$ cat src/hdl/edf_prs_pkg.sv
package edf_prs_pkg;

  // task set sizing
  localparam int MAX_TASKS      = 16;
  localparam int IDX_W          = $clog2(MAX_TASKS);
  localparam int CNT_W          = $clog2(MAX_TASKS + 1);
  localparam int HORIZON_BITS   = 32;
  localparam int UTIL_FRAC_BITS = 32;

  // field widths
  localparam int VAL_W  = 16;
  localparam int TIME_W = HORIZON_BITS + 1;
  localparam int DEM_W  = 48;
  localparam int TOT_W  = DEM_W + IDX_W + 1;
  localparam int UTIL_W = UTIL_FRAC_BITS + 1;
  localparam int ETA_W  = VAL_W + 1;
  localparam int FAIL_W = 32;

  // shared divider
  localparam int DIVN_W = 64;
  localparam int DIVD_W = 40;
  localparam int DIVC_W = $clog2(DIVN_W + 1);

  // configuration register indexes
  localparam int CFG_IDX_W = 2;
  localparam logic [CFG_IDX_W-1:0] CFG_SUPPLY_PERIOD = 2'd0;
  localparam logic [CFG_IDX_W-1:0] CFG_SUPPLY_BUDGET = 2'd1;
  localparam logic [CFG_IDX_W-1:0] CFG_QUANTUM       = 2'd2;

  typedef enum logic [1:0] {
    ST_OK      = 2'd0,
    ST_UTIL    = 2'd1,
    ST_DEMAND  = 2'd2,
    ST_HORIZON = 2'd3
  } status_t;

  typedef enum logic [3:0] {
    S_IDLE, S_UDIV, S_TEST, S_WDIV, S_CMP, S_MUL, S_SUM, S_ZDIV,
    S_WINIT, S_STEP, S_SDIV1, S_SDIV2, S_SMUL, S_SCMP, S_RES
  } state_t;

  // wavefront that walks the cell row once per checked instant
  typedef struct packed {
    logic              valid;
    logic [TIME_W-1:0] cur;
    logic [TOT_W-1:0]  total;
    logic [TIME_W-1:0] nxt;
  } token_t;

  typedef struct packed {
    logic             en;
    logic [VAL_W-1:0] wcet;
    logic [VAL_W-1:0] deadline;
    logic [VAL_W-1:0] period;
  } cell_wr_t;

  typedef struct packed {
    logic              start;
    logic [DIVN_W-1:0] dividend;
    logic [DIVD_W-1:0] divisor;
  } div_req_t;

  typedef struct packed {
    logic              done;
    logic [DIVN_W-1:0] quot;
    logic [DIVD_W-1:0] rem;
  } div_rsp_t;

endpackage

$ cat src/hdl/edf_prs_cell.sv
module edf_prs_cell (
  input  logic                  clk,
  input  logic                  rst_n,
  input  edf_prs_pkg::cell_wr_t wr,
  input  logic                  init,
  input  logic                  active,
  input  edf_prs_pkg::token_t   tok_in,
  output edf_prs_pkg::token_t   tok_out
);
  import edf_prs_pkg::*;

  logic [VAL_W-1:0]  wcet_r;
  logic [VAL_W-1:0]  dl_r;
  logic [VAL_W-1:0]  per_r;
  logic [TIME_W-1:0] next_r;
  logic [TIME_W-1:0] next_nxt;
  logic [DEM_W-1:0]  dem_r;
  logic [DEM_W-1:0]  dem_nxt;
  token_t            tok_r;
  token_t            tok_nxt;
  logic              hit;

  // release a job at this instant, then fold demand and next deadline into the beat
  always_comb begin
    hit      = active && tok_in.valid && (next_r == tok_in.cur);
    dem_nxt  = hit ? dem_r + DEM_W'(wcet_r) : dem_r;
    next_nxt = hit ? next_r + TIME_W'(per_r) : next_r;
    tok_nxt  = tok_in;
    if (active) begin
      tok_nxt.total = tok_in.total + TOT_W'(dem_nxt);
      tok_nxt.nxt   = (next_nxt < tok_in.nxt) ? next_nxt : tok_in.nxt;
    end
  end

  always_ff @(posedge clk) begin
    if (wr.en) begin
      wcet_r <= wr.wcet;
      dl_r   <= wr.deadline;
      per_r  <= wr.period;
    end
    if (init) begin
      next_r <= TIME_W'(dl_r);
      dem_r  <= '0;
    end else if (hit) begin
      next_r <= next_nxt;
      dem_r  <= dem_nxt;
    end
  end

  always_ff @(posedge clk) begin
    if (!rst_n) begin
      tok_r.valid <= 1'b0;
    end else begin
      tok_r.valid <= tok_nxt.valid;
    end
    tok_r.cur   <= tok_nxt.cur;
    tok_r.total <= tok_nxt.total;
    tok_r.nxt   <= tok_nxt.nxt;
  end

  assign tok_out = tok_r;

endmodule

$ cat config.mk
export PLATFORM = sky130hd
export DESIGN_NAME = edf_prs_cell
export DESIGN_NICKNAME = d
export VERILOG_FILES = /design/src/hdl/edf_prs_pkg.sv /design/src/hdl/edf_prs_cell.sv
export SDC_FILE = /design/constraint.sdc
export NUM_CORES = 1
export LEC_CHECK = 0
export ABC_AREA = 1
export ABC_CLOCK_PERIOD_IN_PS = 3200
export BUFFER_PORTS_ARGS = -buffer_cell sky130_fd_sc_hd__buf_4
export CORE_MARGIN = 2
export CORE_UTILIZATION = 45
export CTS_BUF_LIST = sky130_fd_sc_hd__clkbuf_4 sky130_fd_sc_hd__clkbuf_8
export DETAILED_ROUTE_END_ITERATION = 7
export PLACE_DENSITY = 0.71
export SYNTH_ARGS = -nofsm -noshare
export SYNTH_HDL_FRONTEND = slang
export SYNTH_SLANG_ARGS = --single-unit
$ cat constraint.sdc
create_clock -name clk -period 3.2 [get_ports clk]
set_input_delay 0.16 -clock clk [delete_from_list [all_inputs] [get_ports clk]]
set_output_delay 0.16 -clock clk [all_outputs]
set_load 0.01 [all_outputs]
Word level (Yosys, flattened, before mapping)
Index checks and enable logic that the tools add are counted.
{"block": "totals", "inputBits": 173, "elab_cells": 24, "output_inout_bits": 120, "ff_bits": 249}
{"block": "op_classes", "n_lt_le_gt_ge": 1, "n_reduce_logical": 3, "add_sub_neg": 3, "eq_ne": 1, "n_mux": 6}
{"operator": "$mux 86", "n": 1}
{"operator": "$mux 33", "n": 2}
{"operator": "$add 53x48->53", "n": 1}
{"operator": "$add 48x16->48", "n": 1}
{"operator": "$mux 48", "n": 1}
{"operator": "$add 33x16->33", "n": 1}
{"operator": "$eq 33x33->1", "n": 1}
{"operator": "$lt 33x33->1", "n": 1}
{"operator": "$mux 16", "n": 2}
{"operator": "$logic_and 1x1->1", "n": 2}
{"operator": "$reduce_bool 2->1", "n": 1}

Depth between registers and ports, before layout
{"block": "depth", "word_depth": 6, "mapped_depth": 31, "depth_no_buf": 30}

Worst setup path before layout
OpenSTA, ideal clock, no wires.
{"block": "synth_path", "path_type": "register to register", "start": "reg next_r[0]", "end": "reg tok_r, in the netlist tok_out[3]", "slack_ns": -0.247, "period_less_slack_ns": 3.447, "t_arrival_ns": 3.388, "required_time_ns": 3.141, "path_buffers": 1, "setup_ns": 0.059, "path_stages_with_launch": 24, "path_cell_list": "edfxtp_1 > ha_1 > inv_1 > fa_1 > inv_1 > nand2_1 > nand2_1 > nand3b_1 > nand2_1 > nand2_1 > nand2_1 > nand3_1 > nand2_1 > inv_1 > nor2_1 > nor2_1 > ha_1 > a211o_1 > a211oi_1 > nand2_1 > nor2_2 > clkbuf_1 > nand3_1 > nand2_1"}
{"item": "from (decl)", "line": "edf_prs_cell.sv:15", "source": "logic [TIME_W-1:0] next_r;"}
{"item": "from (signal assigned)", "line": "edf_prs_cell.sv:42", "source": "next_r <= TIME_W'(dl_r);"}
{"item": "from (signal assigned)", "line": "edf_prs_cell.sv:45", "source": "next_r <= next_nxt;"}
{"item": "to (decl)", "line": "edf_prs_cell.sv:19", "source": "token_t tok_r;"}

==> impl_metrics.env <==
export IMPL_fp_dieH_um=203
export IMPL_finalNetCount=4248
export IMPL_wirelength_um=101000
export IMPL_grt_overflow_total=0
export IMPL_hpwl_um=61700
export IMPL_drive_gt1_frac=0.463
export IMPL_rows=72
export IMPL_p_leak_nw=16.2
export IMPL_wl_per_cell_um=22.5
export IMPL_reg2regPathDepth=22
export IMPL_dp_cells=4133
export IMPL_p_int_mw=6.49
export IMPL_critical_path_class="reg2reg"
export IMPL_critPathCaptureType="flip-flop"
export IMPL_ys_warnings_count=0
export IMPL_fp_dieW_um=203
export IMPL_cp_cell_sequence="ha_4 -> a21oi_1 -> o21a_1 -> nand2_4 -> buf_6 -> nand2_2 -> nand2_2 -> xnor2_1 -> inv_1 -> o21ai_2 -> inv_2 -> ha_4 -> nand2_4 -> nor2_4 -> inv_2 -> buf_4 -> nor2_1 -> o21bai_1 -> nand3_4 -> or2_2 -> nand3_1 -> nand2_1"
export IMPL_power_frac_seq=0.368
export IMPL_grt_util_all_layers=0.395
export IMPL_drt_iter0_drc=2357
export IMPL_drv_slew=0
export IMPL_sw_frac_of_total=0.321
export IMPL_synth_enable_flop_cells=64
export IMPL_path_clk_slew_ps=70
export IMPL_clock_sinks=249
export IMPL_start_util=0.458
export IMPL_ys_flop_type="dfxtp_1"
export IMPL_pwr_share_clk=0.360
export IMPL_violations="negative setup slack"
export IMPL_final_cells=4514
export IMPL_rsz0062_at_grt="true"
export IMPL_worstPathRequired_ps=3740
export IMPL_cts_buffers=44
export IMPL_setup_viol=85
export IMPL_final_cell_mix="882 x buf_4, 760 x nand2_1, 306 x inv_1"
export IMPL_fin_area_um2=32900
export IMPL_p_sw_mw=3.07
export IMPL_holdCritPathClass="in2reg"
export IMPL_async_flop_share=0
export IMPL_worst_clock_skew_ps=37.1
export IMPL_finalCriticalPeriod_ps=4230
export IMPL_synth_area_leaders="nand2_1 21%, dfxtp_1 21%, edfxtp_1 11%, inv_1 8.0%, ha_1 7.9%"
export IMPL_syn_inst=2807
export IMPL_p_total_mw=9.56
export IMPL_peakVddDrop_mv=0.410
export IMPL_worst_pin_slew_ps=904
export IMPL_worst_path_max_fanout=4
export IMPL_start_kind="flip-flop"
export IMPL_hold_violations=0
export IMPL_grt_pass1_vias=23600
export IMPL_gp_congestion=1.00
export IMPL_status="finished, violations left"
export IMPL_viasPerCell=5.66
export IMPL_clk_path_buf_depth=3
export IMPL_numPortBuffers=292
export IMPL_firstDrtPassIters=6
export IMPL_ys_seq_area_frac=0.316
export IMPL_cts_tree="built"
export IMPL_antenna_left=0
export IMPL_core_area_um2=38800
export IMPL_antenna_found_initial=2
export IMPL_layout_commonest_cell="buf_4"
export IMPL_clock_fmax_ghz=0.237
export IMPL_max_cap_violations=0
export IMPL_max_stage_delay_ps=460
export IMPL_num_vias=25500
export IMPL_grt_max_degree=69
export IMPL_yosysTopAreaCellShare=0.209
export IMPL_relSlewSlack=0.397
export IMPL_syn_num_nets=3095
export IMPL_syn2layout_area_growth_pct=84.8
export IMPL_htree_levels=2
export IMPL_synth_distinct_cells=48
export IMPL_dpl_instance_area_um2=24900
export IMPL_arrival_ps=4770
export IMPL_post_route_drc_count=0
export IMPL_cts_root_buf="clkbuf_8"
export IMPL_ioPinCount=293
export IMPL_fin_setup_tns_ps=-65520
export IMPL_crit_slowest_cell="edfxtp_1"
export IMPL_synth_seq_cells=249
export IMPL_synth_area_um2=17800
export IMPL_p_per_area_nw_per_um2=290
export IMPL_synth_avg_cell_area_um2=6.34
export IMPL_clkLatencyLatePin_ps=670
export IMPL_fin_ws_ps=-1030
export IMPL_min_period_over_period=1.32
export IMPL_grt_pass1_wl_um=126000
export IMPL_comb_power_share=0.272
export IMPL_yosys_area_top_type="nand2_1"
export IMPL_dieArea_um2=41200
export IMPL_min_path_cells=1
synth_stat cells (31+ instances only):
master and number:
a21oi_1 132, o21ai_0 120, dfxtp_1 185, nor3_1 31, nand2_1 990, ha_1 112, xnor2_1 47, nand4_1 51
inv_1 381, nand3_1 191, edfxtp_1 64, nor2_1 304
sequential cells by signal (all words and copies together) (netlist names):
register	cells
wcet_r	16
dem_r	48
next_r	33
dl_r	16
per_r	16
tok_out	120
kinds of logic after synthesis:
| group | count (synthesis) | synth area share |
|---|---|---|
| xor gates and xnor gates | 62 | 0.0309 |
| AOI/OAI and AO/OA | 302 | 0.0913 |
| DFF | 249 | 0.316 |
| and+or+nand+nor | 1641 | 0.383 |
| adders and majority gates | 115 | 0.0821 |
| buffers and inverters | 438 | 0.0962 |
layer usage:
metal | up-vias | wire, µm | track usage
li1 | 11300 | - | -
met1 | 11700 | 34500 | 0.433
met2 | 1836 | 46500 | 0.711
met3 | 742 | 9300 | 0.0560
met4 | 0 | 11100 | 0.261
met5 | - | 0 | 0
worst max-delay path, delay by kind of cell (launching register included):
kind | cells | cell delay (ps)
buffers and inverters | 5 | 540
XOR/XNOR | 1 | 200
adder cells (fa/ha/maj) | 2 | 570
AND/OR/NAND/NOR | 10 | 1210
AO/OA/AOI/OAI | 4 | 1120
flip-flops | 1 | 460
through the flow:
step,hold WS (ps),util,setup WS (ps)
after floorplan,188,-,-44.2
after global placement,286,0.641,-1110
after detailed placement,291,0.641,-1100
after CTS,67.6,0.743,-741
after global routing,90.8,0.847,-1090
final,77.1,0.847,-1030
area by class of cell:
cell class | count | area (µm²)
Clock inverter | 21 | 194
Sequential cell | 249 | 5630
Timing Repair Buffer | 1149 | 9670
Antenna cell | 1 | 2.50
Tap cell | 518 | 648
Inverter | 395 | 1490
Fill cell | 2212 | 5930
Multi-Input combinational cell | 2121 | 14500
Clock buffer | 60 | 782
worst paths after layout:
path,startpoint,end,slack (ps)
setup / recovery,wcet_r[5],tok_out[57],-1030
hold / removal,wr[48],wcet_r[2],80
setup reg to reg,wcet_r[5],tok_out[57],-1030
hold reg to reg,dl_r[3],next_r[3],540
what timing repair did:
action | in CTS | in global routing
resized for setup | 278 | 792
cloned | 1 | 10
hold buffers | 170 | 0
buffers inserted | 30 | 110
pin swaps | 36 | 244
endpoints found under the setup margin | 85 | 84
endpoints found under the hold margin | 178 | 0
power by group through the flow:
stage               Combinational [mW]  Clock (mW)  Sequential [mW]
global placement                  1.75           0             3.55
CTS                               2.05        3.35             3.50
finish                            2.60        3.44             3.51
global route                      2.72        3.54             3.52
floorplan                        0.728           0             3.59
detailed placement                1.77           0             3.56
Power figures use the tool's default switching activity.
